--- config.mk ---
export PLATFORM = sky130hd
export DESIGN_NAME = sparse_polynomial_multiply
export DESIGN_NICKNAME = d
export VERILOG_FILES = /design/src/spm_pkg.sv /design/src/spm_ram.sv /design/src/sparse_polynomial_multiply.sv
export SDC_FILE = /design/constraint.sdc
export NUM_CORES = 2
export LEC_CHECK = 0
export BUFFER_PORTS_ARGS = -buffer_cell sky130_fd_sc_hd__buf_4
export CAP_MARGIN = 20
export CORE_MARGIN = 2
export CORE_UTILIZATION = 57
export DETAILED_ROUTE_END_ITERATION = 12
export PLACE_DENSITY = 0.76
export SETUP_SLACK_MARGIN = 0.4
export SYNTH_ARGS = -nofsm -noshare
export SYNTH_HDL_FRONTEND = slang
export SYNTH_SLANG_ARGS = --single-unit
--- constraint.sdc ---
create_clock -name clock -period 9.44 [get_ports clock]
set_input_delay 1.416 -clock clock [delete_from_list [all_inputs] [get_ports clock]]
set_output_delay 1.416 -clock clock [all_outputs]
set_load 0.005 [all_outputs]
--- src/spm_pkg.sv ---
`timescale 1ns / 1ps
package spm_pkg;
   localparam int MAX_TERMS     = 8;
   localparam int PRODUCT_DEPTH = 64;
   localparam int OUT_LIMIT     = 64;
   localparam int PROD_CAP      = (PRODUCT_DEPTH < OUT_LIMIT) ? PRODUCT_DEPTH : OUT_LIMIT;

   localparam int COEF_W  = 16;
   localparam int EXP_W   = 15;
   localparam int SUM_W   = 38;
   localparam int SEXP_W  = 16;
   localparam int PROD_W  = SUM_W + SEXP_W;

   localparam int TIDX_W  = (MAX_TERMS > 1) ? $clog2(MAX_TERMS) : 1;
   localparam int TCNT_W  = $clog2(MAX_TERMS + 1);
   localparam int PADDR_W = (PROD_CAP > 1) ? $clog2(PROD_CAP) : 1;
   localparam int PCNT_W  = $clog2(PROD_CAP + 1);

   localparam int REQ_DATA_W = ((COEF_W + EXP_W + 7) / 8) * 8;
   localparam int RSP_DATA_W = ((SUM_W + SEXP_W + 7) / 8) * 8;

   localparam logic CMD_FIRST  = 1'b0;
   localparam logic CMD_SECOND = 1'b1;

   typedef enum logic [1:0] {
      ST_LOAD,
      ST_FORM,
      ST_SCAN,
      ST_EMIT
   } state_type;
endpackage

--- src/spm_ram.sv ---
`timescale 1ns / 1ps
module spm_ram #(
   parameter int WIDTH = 8,
   parameter int DEPTH = 16
) (
   input  logic                                        clock,
   input  logic                                        wr_en,
   input  logic [((DEPTH > 1) ? $clog2(DEPTH) : 1)-1:0] wr_addr,
   input  logic [WIDTH-1:0]                            wr_data,
   input  logic [((DEPTH > 1) ? $clog2(DEPTH) : 1)-1:0] rd_addr,
   output logic [WIDTH-1:0]                            rd_data
);
   logic [WIDTH-1:0] mem_ff [DEPTH];

   // one write port, registered read
   always_ff @(posedge clock) begin
      if (wr_en) begin
         mem_ff[wr_addr] <= wr_data;
      end
      rd_data <= mem_ff[rd_addr];
   end
endmodule

--- src/sparse_polynomial_multiply.sv ---
`timescale 1ns / 1ps
// Sparse polynomial multiplier. Terms of the first (tuser 0) and second (tuser 1)
// polynomial are loaded one per cycle, up to 8 each; extra terms are dropped and
// reported on every result through rsp_tuser. The transfer with tlast on the second
// polynomial starts the product: with F and S stored terms, the F*S products are
// formed into a 64 entry scratch RAM through one 16x16 multiplier, then for each
// of the D distinct exponents all P = F*S products are scanned through the RAM
// read port before the result is handed over. Results come out in descending
// exponent order, one per exponent, tlast on the last; req_tready is low until it
// is taken. If either polynomial is empty, no result is given and the stores are
// simply cleared.
module sparse_polynomial_multiply (
   input  logic                             clock,
   input  logic                             reset,
   input  logic                             req_tvalid,
   output logic                             req_tready,
   // coefficient [15:0], exponent [30:16], zero pad
   input  logic [spm_pkg::REQ_DATA_W-1:0]   req_tdata,
   // command [0]
   input  logic                             req_tuser,
   input  logic                             req_tlast,
   output logic                             rsp_tvalid,
   input  logic                             rsp_tready,
   // sum_coefficient [37:0], sum_exponent [53:38], zero pad
   output logic [spm_pkg::RSP_DATA_W-1:0]   rsp_tdata,
   // terms_dropped [0]
   output logic                             rsp_tuser,
   output logic                             rsp_tlast
);
   import spm_pkg::*;

   state_type state_ff, state_in;

   logic signed [COEF_W-1:0] first_coefs_ff [MAX_TERMS];
   logic [EXP_W-1:0]         first_exps_ff  [MAX_TERMS];
   logic signed [COEF_W-1:0] second_coefs_ff [MAX_TERMS];
   logic [EXP_W-1:0]         second_exps_ff  [MAX_TERMS];

   logic [TCNT_W-1:0] first_count_ff, first_count_in;
   logic [TCNT_W-1:0] second_count_ff, second_count_in;
   logic              overflow_ff, overflow_in;
   logic              dropped_ff, dropped_in;
   logic [TIDX_W-1:0] i_ff, i_in, j_ff, j_in;
   logic [PCNT_W-1:0] n_ff, n_in, rd_ff, rd_in;
   logic              vld_ff, vld_in, lastrd_ff, lastrd_in;
   logic [SEXP_W-1:0] cur_ff, cur_in, nxt_ff, nxt_in;
   logic              found_ff, found_in;
   logic signed [SUM_W-1:0] sum_ff, sum_in;

   logic                    wr_first, wr_second;
   logic                    ram_wr;
   logic [PROD_W-1:0]       ram_wdata, ram_rdata;
   logic [PADDR_W-1:0]      ram_raddr;
   logic signed [2*COEF_W-1:0] prod;
   logic [SEXP_W-1:0]       pexp;
   logic signed [SUM_W-1:0] rd_coef;
   logic [SEXP_W-1:0]       rd_exp;
   logic signed [SUM_W:0]   acc;

   logic signed [COEF_W-1:0] in_coef;
   logic [EXP_W-1:0]         in_exp;
   logic                     accept;

   assign in_coef = req_tdata[COEF_W-1:0];
   assign in_exp  = req_tdata[COEF_W+EXP_W-1:COEF_W];
   assign accept  = req_tvalid && req_tready;

   // shared multiplier and exponent adder
   assign prod = first_coefs_ff[i_ff] * second_coefs_ff[j_ff];
   assign pexp = SEXP_W'(first_exps_ff[i_ff]) + SEXP_W'(second_exps_ff[j_ff]);
   assign ram_wdata = {pexp, SUM_W'(prod)};
   assign ram_raddr = rd_ff[PADDR_W-1:0];
   assign rd_coef = ram_rdata[SUM_W-1:0];
   assign rd_exp  = ram_rdata[PROD_W-1:SUM_W];
   assign acc = {sum_ff[SUM_W-1], sum_ff} + {rd_coef[SUM_W-1], rd_coef};

   spm_ram #(.WIDTH(PROD_W), .DEPTH(PROD_CAP)) u_ram (
      .clock   (clock),
      .wr_en   (ram_wr),
      .wr_addr (n_ff[PADDR_W-1:0]),
      .wr_data (ram_wdata),
      .rd_addr (ram_raddr),
      .rd_data (ram_rdata)
   );

   // term stores
   always_ff @(posedge clock) begin
      if (wr_first) begin
         first_coefs_ff[first_count_ff[TIDX_W-1:0]] <= in_coef;
         first_exps_ff[first_count_ff[TIDX_W-1:0]]  <= in_exp;
      end
      if (wr_second) begin
         second_coefs_ff[second_count_ff[TIDX_W-1:0]] <= in_coef;
         second_exps_ff[second_count_ff[TIDX_W-1:0]]  <= in_exp;
      end
   end

   // state and control registers
   always_ff @(posedge clock) begin
      if (reset) begin
         state_ff        <= ST_LOAD;
         first_count_ff  <= '0;
         second_count_ff <= '0;
         overflow_ff     <= 1'b0;
         vld_ff          <= 1'b0;
      end else begin
         state_ff        <= state_in;
         first_count_ff  <= first_count_in;
         second_count_ff <= second_count_in;
         overflow_ff     <= overflow_in;
         vld_ff          <= vld_in;
      end
   end

   always_ff @(posedge clock) begin
      dropped_ff <= dropped_in;
      i_ff       <= i_in;
      j_ff       <= j_in;
      n_ff       <= n_in;
      rd_ff      <= rd_in;
      lastrd_ff  <= lastrd_in;
      cur_ff     <= cur_in;
      nxt_ff     <= nxt_in;
      found_ff   <= found_in;
      sum_ff     <= sum_in;
   end

   // sequencer
   always_comb begin
      logic [TCNT_W-1:0] sc_new;
      logic              ovf_new;
      logic              issue;
      state_in        = state_ff;
      first_count_in  = first_count_ff;
      second_count_in = second_count_ff;
      overflow_in     = overflow_ff;
      dropped_in      = dropped_ff;
      i_in            = i_ff;
      j_in            = j_ff;
      n_in            = n_ff;
      rd_in           = rd_ff;
      vld_in          = 1'b0;
      lastrd_in       = 1'b0;
      cur_in          = cur_ff;
      nxt_in          = nxt_ff;
      found_in        = found_ff;
      sum_in          = sum_ff;
      wr_first        = 1'b0;
      wr_second       = 1'b0;
      ram_wr          = 1'b0;
      req_tready      = 1'b0;
      rsp_tvalid      = 1'b0;
      sc_new          = second_count_ff;
      ovf_new         = overflow_ff;
      issue           = 1'b0;
      unique case (state_ff)
         ST_LOAD: begin
            req_tready = 1'b1;
            if (accept) begin
               if (req_tuser == CMD_FIRST) begin
                  if (first_count_ff < TCNT_W'(MAX_TERMS)) begin
                     wr_first       = 1'b1;
                     first_count_in = first_count_ff + 1'b1;
                  end else begin
                     overflow_in = 1'b1;
                  end
               end else begin
                  if (second_count_ff < TCNT_W'(MAX_TERMS)) begin
                     wr_second = 1'b1;
                     sc_new    = second_count_ff + 1'b1;
                  end else begin
                     ovf_new = 1'b1;
                  end
                  second_count_in = sc_new;
                  overflow_in     = ovf_new;
                  if (req_tlast) begin
                     if (first_count_ff == '0 || sc_new == '0) begin
                        first_count_in  = '0;
                        second_count_in = '0;
                        overflow_in     = 1'b0;
                     end else begin
                        state_in   = ST_FORM;
                        dropped_in = ovf_new;
                        i_in       = '0;
                        j_in       = '0;
                        n_in       = '0;
                        cur_in     = '0;
                     end
                  end
               end
            end
         end
         ST_FORM: begin
            // one product a cycle, first-term major; track the top exponent
            if (n_ff < PCNT_W'(PROD_CAP)) begin
               ram_wr = 1'b1;
               n_in   = n_ff + 1'b1;
               if (n_ff == '0 || pexp > cur_ff) begin
                  cur_in = pexp;
               end
            end else begin
               dropped_in = 1'b1;
            end
            if (TCNT_W'(j_ff) + 1'b1 == second_count_ff) begin
               j_in = '0;
               if (TCNT_W'(i_ff) + 1'b1 == first_count_ff) begin
                  state_in = ST_SCAN;
                  rd_in    = '0;
                  sum_in   = '0;
                  found_in = 1'b0;
               end else begin
                  i_in = i_ff + 1'b1;
               end
            end else begin
               j_in = j_ff + 1'b1;
            end
         end
         ST_SCAN: begin
            // read every product: sum the current exponent, find the next lower one
            issue     = (rd_ff < n_ff);
            vld_in    = issue;
            lastrd_in = issue && (rd_ff + 1'b1 == n_ff);
            if (issue) begin
               rd_in = rd_ff + 1'b1;
            end
            if (vld_ff) begin
               if (rd_exp == cur_ff) begin
                  if (acc[SUM_W] != acc[SUM_W-1]) begin
                     sum_in = acc[SUM_W] ? {1'b1, {(SUM_W-1){1'b0}}}
                                         : {1'b0, {(SUM_W-1){1'b1}}};
                  end else begin
                     sum_in = acc[SUM_W-1:0];
                  end
               end else if (rd_exp < cur_ff && (!found_ff || rd_exp > nxt_ff)) begin
                  nxt_in   = rd_exp;
                  found_in = 1'b1;
               end
               if (lastrd_ff) begin
                  state_in = ST_EMIT;
               end
            end
         end
         ST_EMIT: begin
            rsp_tvalid = 1'b1;
            if (rsp_tready) begin
               if (!found_ff) begin
                  state_in        = ST_LOAD;
                  first_count_in  = '0;
                  second_count_in = '0;
                  overflow_in     = 1'b0;
               end else begin
                  state_in = ST_SCAN;
                  cur_in   = nxt_ff;
                  rd_in    = '0;
                  sum_in   = '0;
                  found_in = 1'b0;
               end
            end
         end
         default: begin
            state_in = ST_LOAD;
         end
      endcase
   end

   // result payload
   assign rsp_tdata = {{(RSP_DATA_W-PROD_W){1'b0}}, cur_ff, sum_ff};
   assign rsp_tuser = dropped_ff;
   assign rsp_tlast = !found_ff;
endmodule

==> run metrics <==
via total after detailed routing 78,600; Placed Area 161,000 um^2; critical path cell sequence buf_4 -> mux4_2 -> mux2_2 -> nand2_1 -> fa_1 -> fa_1 -> fa_1 -> inv_1 -> fa_1 -> fa_1 -> inv_1 -> fa_1 -> inv_1 -> ha_1 -> nand4_1 -> or4_1 -> o211ai_1 -> o32a_1 -> nand4_1 -> a41oi_1 -> o21a_1 -> nor2_1 -> xnor2_4 -> buf_6; Mean Syn Cell Area 21.5 um^2; CP Max Fanout 64; largest net degree at the start of global routing 166; WS Path Type reg -> reg; Longest Clk Path Bufs 4; crit share post-route 91.1%; cell taking the most area after synthesis edfxtp_1; Starting Density 57.4%; post-synthesis cell count 7,187; Min-Delay Endpoint nxt_ff[0]; Fin Setup TNS 0 ns; top-count cell post-synth edfxtp_1; Critical Path Start Type flop; commonest register cell after synthesis edfxtp_1; first-pass GRT wire length 590,000 um; Clk Latency, worst-skew pair 0.96 ns; die span in x 524 um; Synth top cells by count edfxtp_1 (3,660), mux4_2 (1,132), inv_1 (366); Worst path top cell family by delay adder cells; Setup crit end kind flop; DR WL met2 201,000 um; slew margin rel. 12.0%; clock transition at the registers of the reported paths 0.06 ns; vias in the first global route 80,700; worst stage delay on the critical path 0.62 ns; final setup skew 0.114 ns; number of distinct library cells after synthesis 77; CP Buf/Inv Count 5; Core Area 269,000 um^2; Die Y 524 um; Reg-to-Reg End u_ram.mem_ff[14][30]; r2r setup slk 0.84 ns; layout cells sized above 1 28.3%; Inst Count DP 10,800; design area 173,000 um^2; cts-stage hold buffer count 0; non-filler cells, final 11,400; Async SR Flop Fraction 0%; pre-CTS setup slack 0.581 ns; EDFF count, synth 3,660; HP Class reg -> reg; vias per cell 6.88; Seq cells post-synth 3,727; post-route DRC violation count 0; Final Max Slew Viols 0; setup ws final 0.837 ns; clock buffer count from CTS 366; Worst Max-Slew Pin Slew 1.32 ns; first-iteration detailed-routing DRC count 11,800; main area contributors after synthesis edfxtp_1 (71%), mux4_2 (17%), fa_1 (3.4%), ha_1 (1.6%), inv_1 (0.89%); Cells on Worst Hold Path 0; Final Wtd Congestion 0.855; final hold violations 0; wire length per cell 36.3 um; CTS tree built; # rows 190; # H-tree levels 5; Routed WL 414,000 um; final setup fails 0; R2R depth 24; Worst Hold Launch u_ram.rd_data[38]; Max Cap Viol 0; DP HPWL 211,000 um; I/O pin count 98; Met3 Wirelength 48,200 um; GR Overflow Total 0; post-synth top area share 71.3%; Max Clk Rate 0.116 GHz; critical path depth 24; # port buffers 94; uppermost layer routed met5; nets@finish 8,074; Most common cell on crit path fa_1; Die Area 275,000 um^2; YS warnings 0; GRT Total Usage 30.6%; clock root buffer clkbuf_16; slowest CP cell or4_1; post-layout min period 8.60 ns; synthesized area 154,000 um^2; Antenna Nets Post-Route 0; status completed; Clock Sinks 3,727; Area growth, synth to finish 12.1%; met1 wire length 143,000 um; RSZ-0062 raised after global routing no; arrival time worst endpoint 9.24 ns; initial antenna violation count 14; first drt pass iteration count 6; register area share after synthesis 72.1%; CP required 10.08 ns
-- sequential cells by signal, indices dropped and copies added, names as in the netlist, 2 cells and up, named ones only --
signal           count
first_count_ff       4
n_ff                 7
second_count_ff      4
first_exps_ff      120
rd_ff                7
u_ram.rd_data       48
sum_ff              38
state_ff             2
u_ram.mem_ff      3072
second_coefs_ff    128
j_ff                 3
nxt_ff              16
first_coefs_ff     128
i_ff                 3
second_exps_ff     120
cur_ff              16
-- logic make-up (layout without fill, tap and decap cells) --
group / count (synthesis) / after routing / synth area share [%]
flops: 3727 / 3727 / 72.1
mux: 1222 / 1222 / 17.2
buf+inv: 681 / 1359 / 1.70
simple gates: 648 / 648 / 1.85
fa+ha+maj: 462 / 462 / 5.03
compound gates: 348 / 348 / 1.55
xor+xnor: 98 / 98 / 0.557
other cells: 1 / 7 / 0.00243
-- cell usage in the layout (no fill, tap or decap), types with 35 or more instances in the layout --
cell type | Yosys | final
mux4_2 | 1132 | 1132
a21o_1 | 39 | 39
dfxtp_1 | 67 | 61
mux2_2 | 55 | 55
ha_1 | 198 | 197
clkinv_2 | 0 | 69
edfxtp_1 | 3660 | 3660
a21oi_1 | 92 | 91
fa_1 | 264 | 262
nor2_4 | 0 | 77
mux2i_1 | 35 | 35
clkbuf_16 | 0 | 373
nor2_1 | 291 | 214
clkinv_1 | 2 | 76
nand2_1 | 169 | 169
inv_1 | 366 | 366
nand3_1 | 35 | 35
buf_4 | 4 | 312
clkbuf_1 | 215 | 68
xnor2_1 | 67 | 41
o21ai_0 | 56 | 55
-- final cells by class --
type / count / area (um^2)
clock buffer: 452 / 9740
timing repair buffer: 331 / 2730
clock inverter: 208 / 1800
inverter: 368 / 1380
multi-input combinational: 2780 / 41500
sequential: 3727 / 111000
tap: 3552 / 4440
antenna: 5 / 12.5
fill: 16700 / 95800
-- worst max-delay path by stage --
stage	slack, ns	endpoint	start
detailed placement	0.58	u_ram.mem_ff[4][30]	flop
CTS	0.54	u_ram.mem_ff[2][30]	flop
finish	0.84	u_ram.mem_ff[14][30]	flop
global placement	0.69	u_ram.mem_ff[4][30]	flop
floorplan	0.35	u_ram.mem_ff[0][37]	flop
global route	0.41	u_ram.mem_ff[3][30]	flop
-- metrics by stage --
stage	util, %	hold WS [ns]
2_1_floorplan	-	0.408
3_3_place_gp	60.0	0.424
3_5_place_dp	60.0	0.426
4_1_cts	64.3	0.455
5_1_grt	64.3	0.456
6_report	64.3	0.456
-- layer usage --
layer	global-route usage [%]	vias to the layer above
met2	48.9	5930
met4	13.6	14
met1	41.3	41400
met3	6.38	1156
met5	0	-
li1	-	30100
-- repair_timing --
item / CTS / global route
buffers inserted: 0 / 2
gates resized for setup: 0 / 3
setup endpoints to repair: 0 / 233
Power is left out: the tool's default activity adds up to more than one toggle a clock period on the data nets, which glitch-free logic cannot reach.
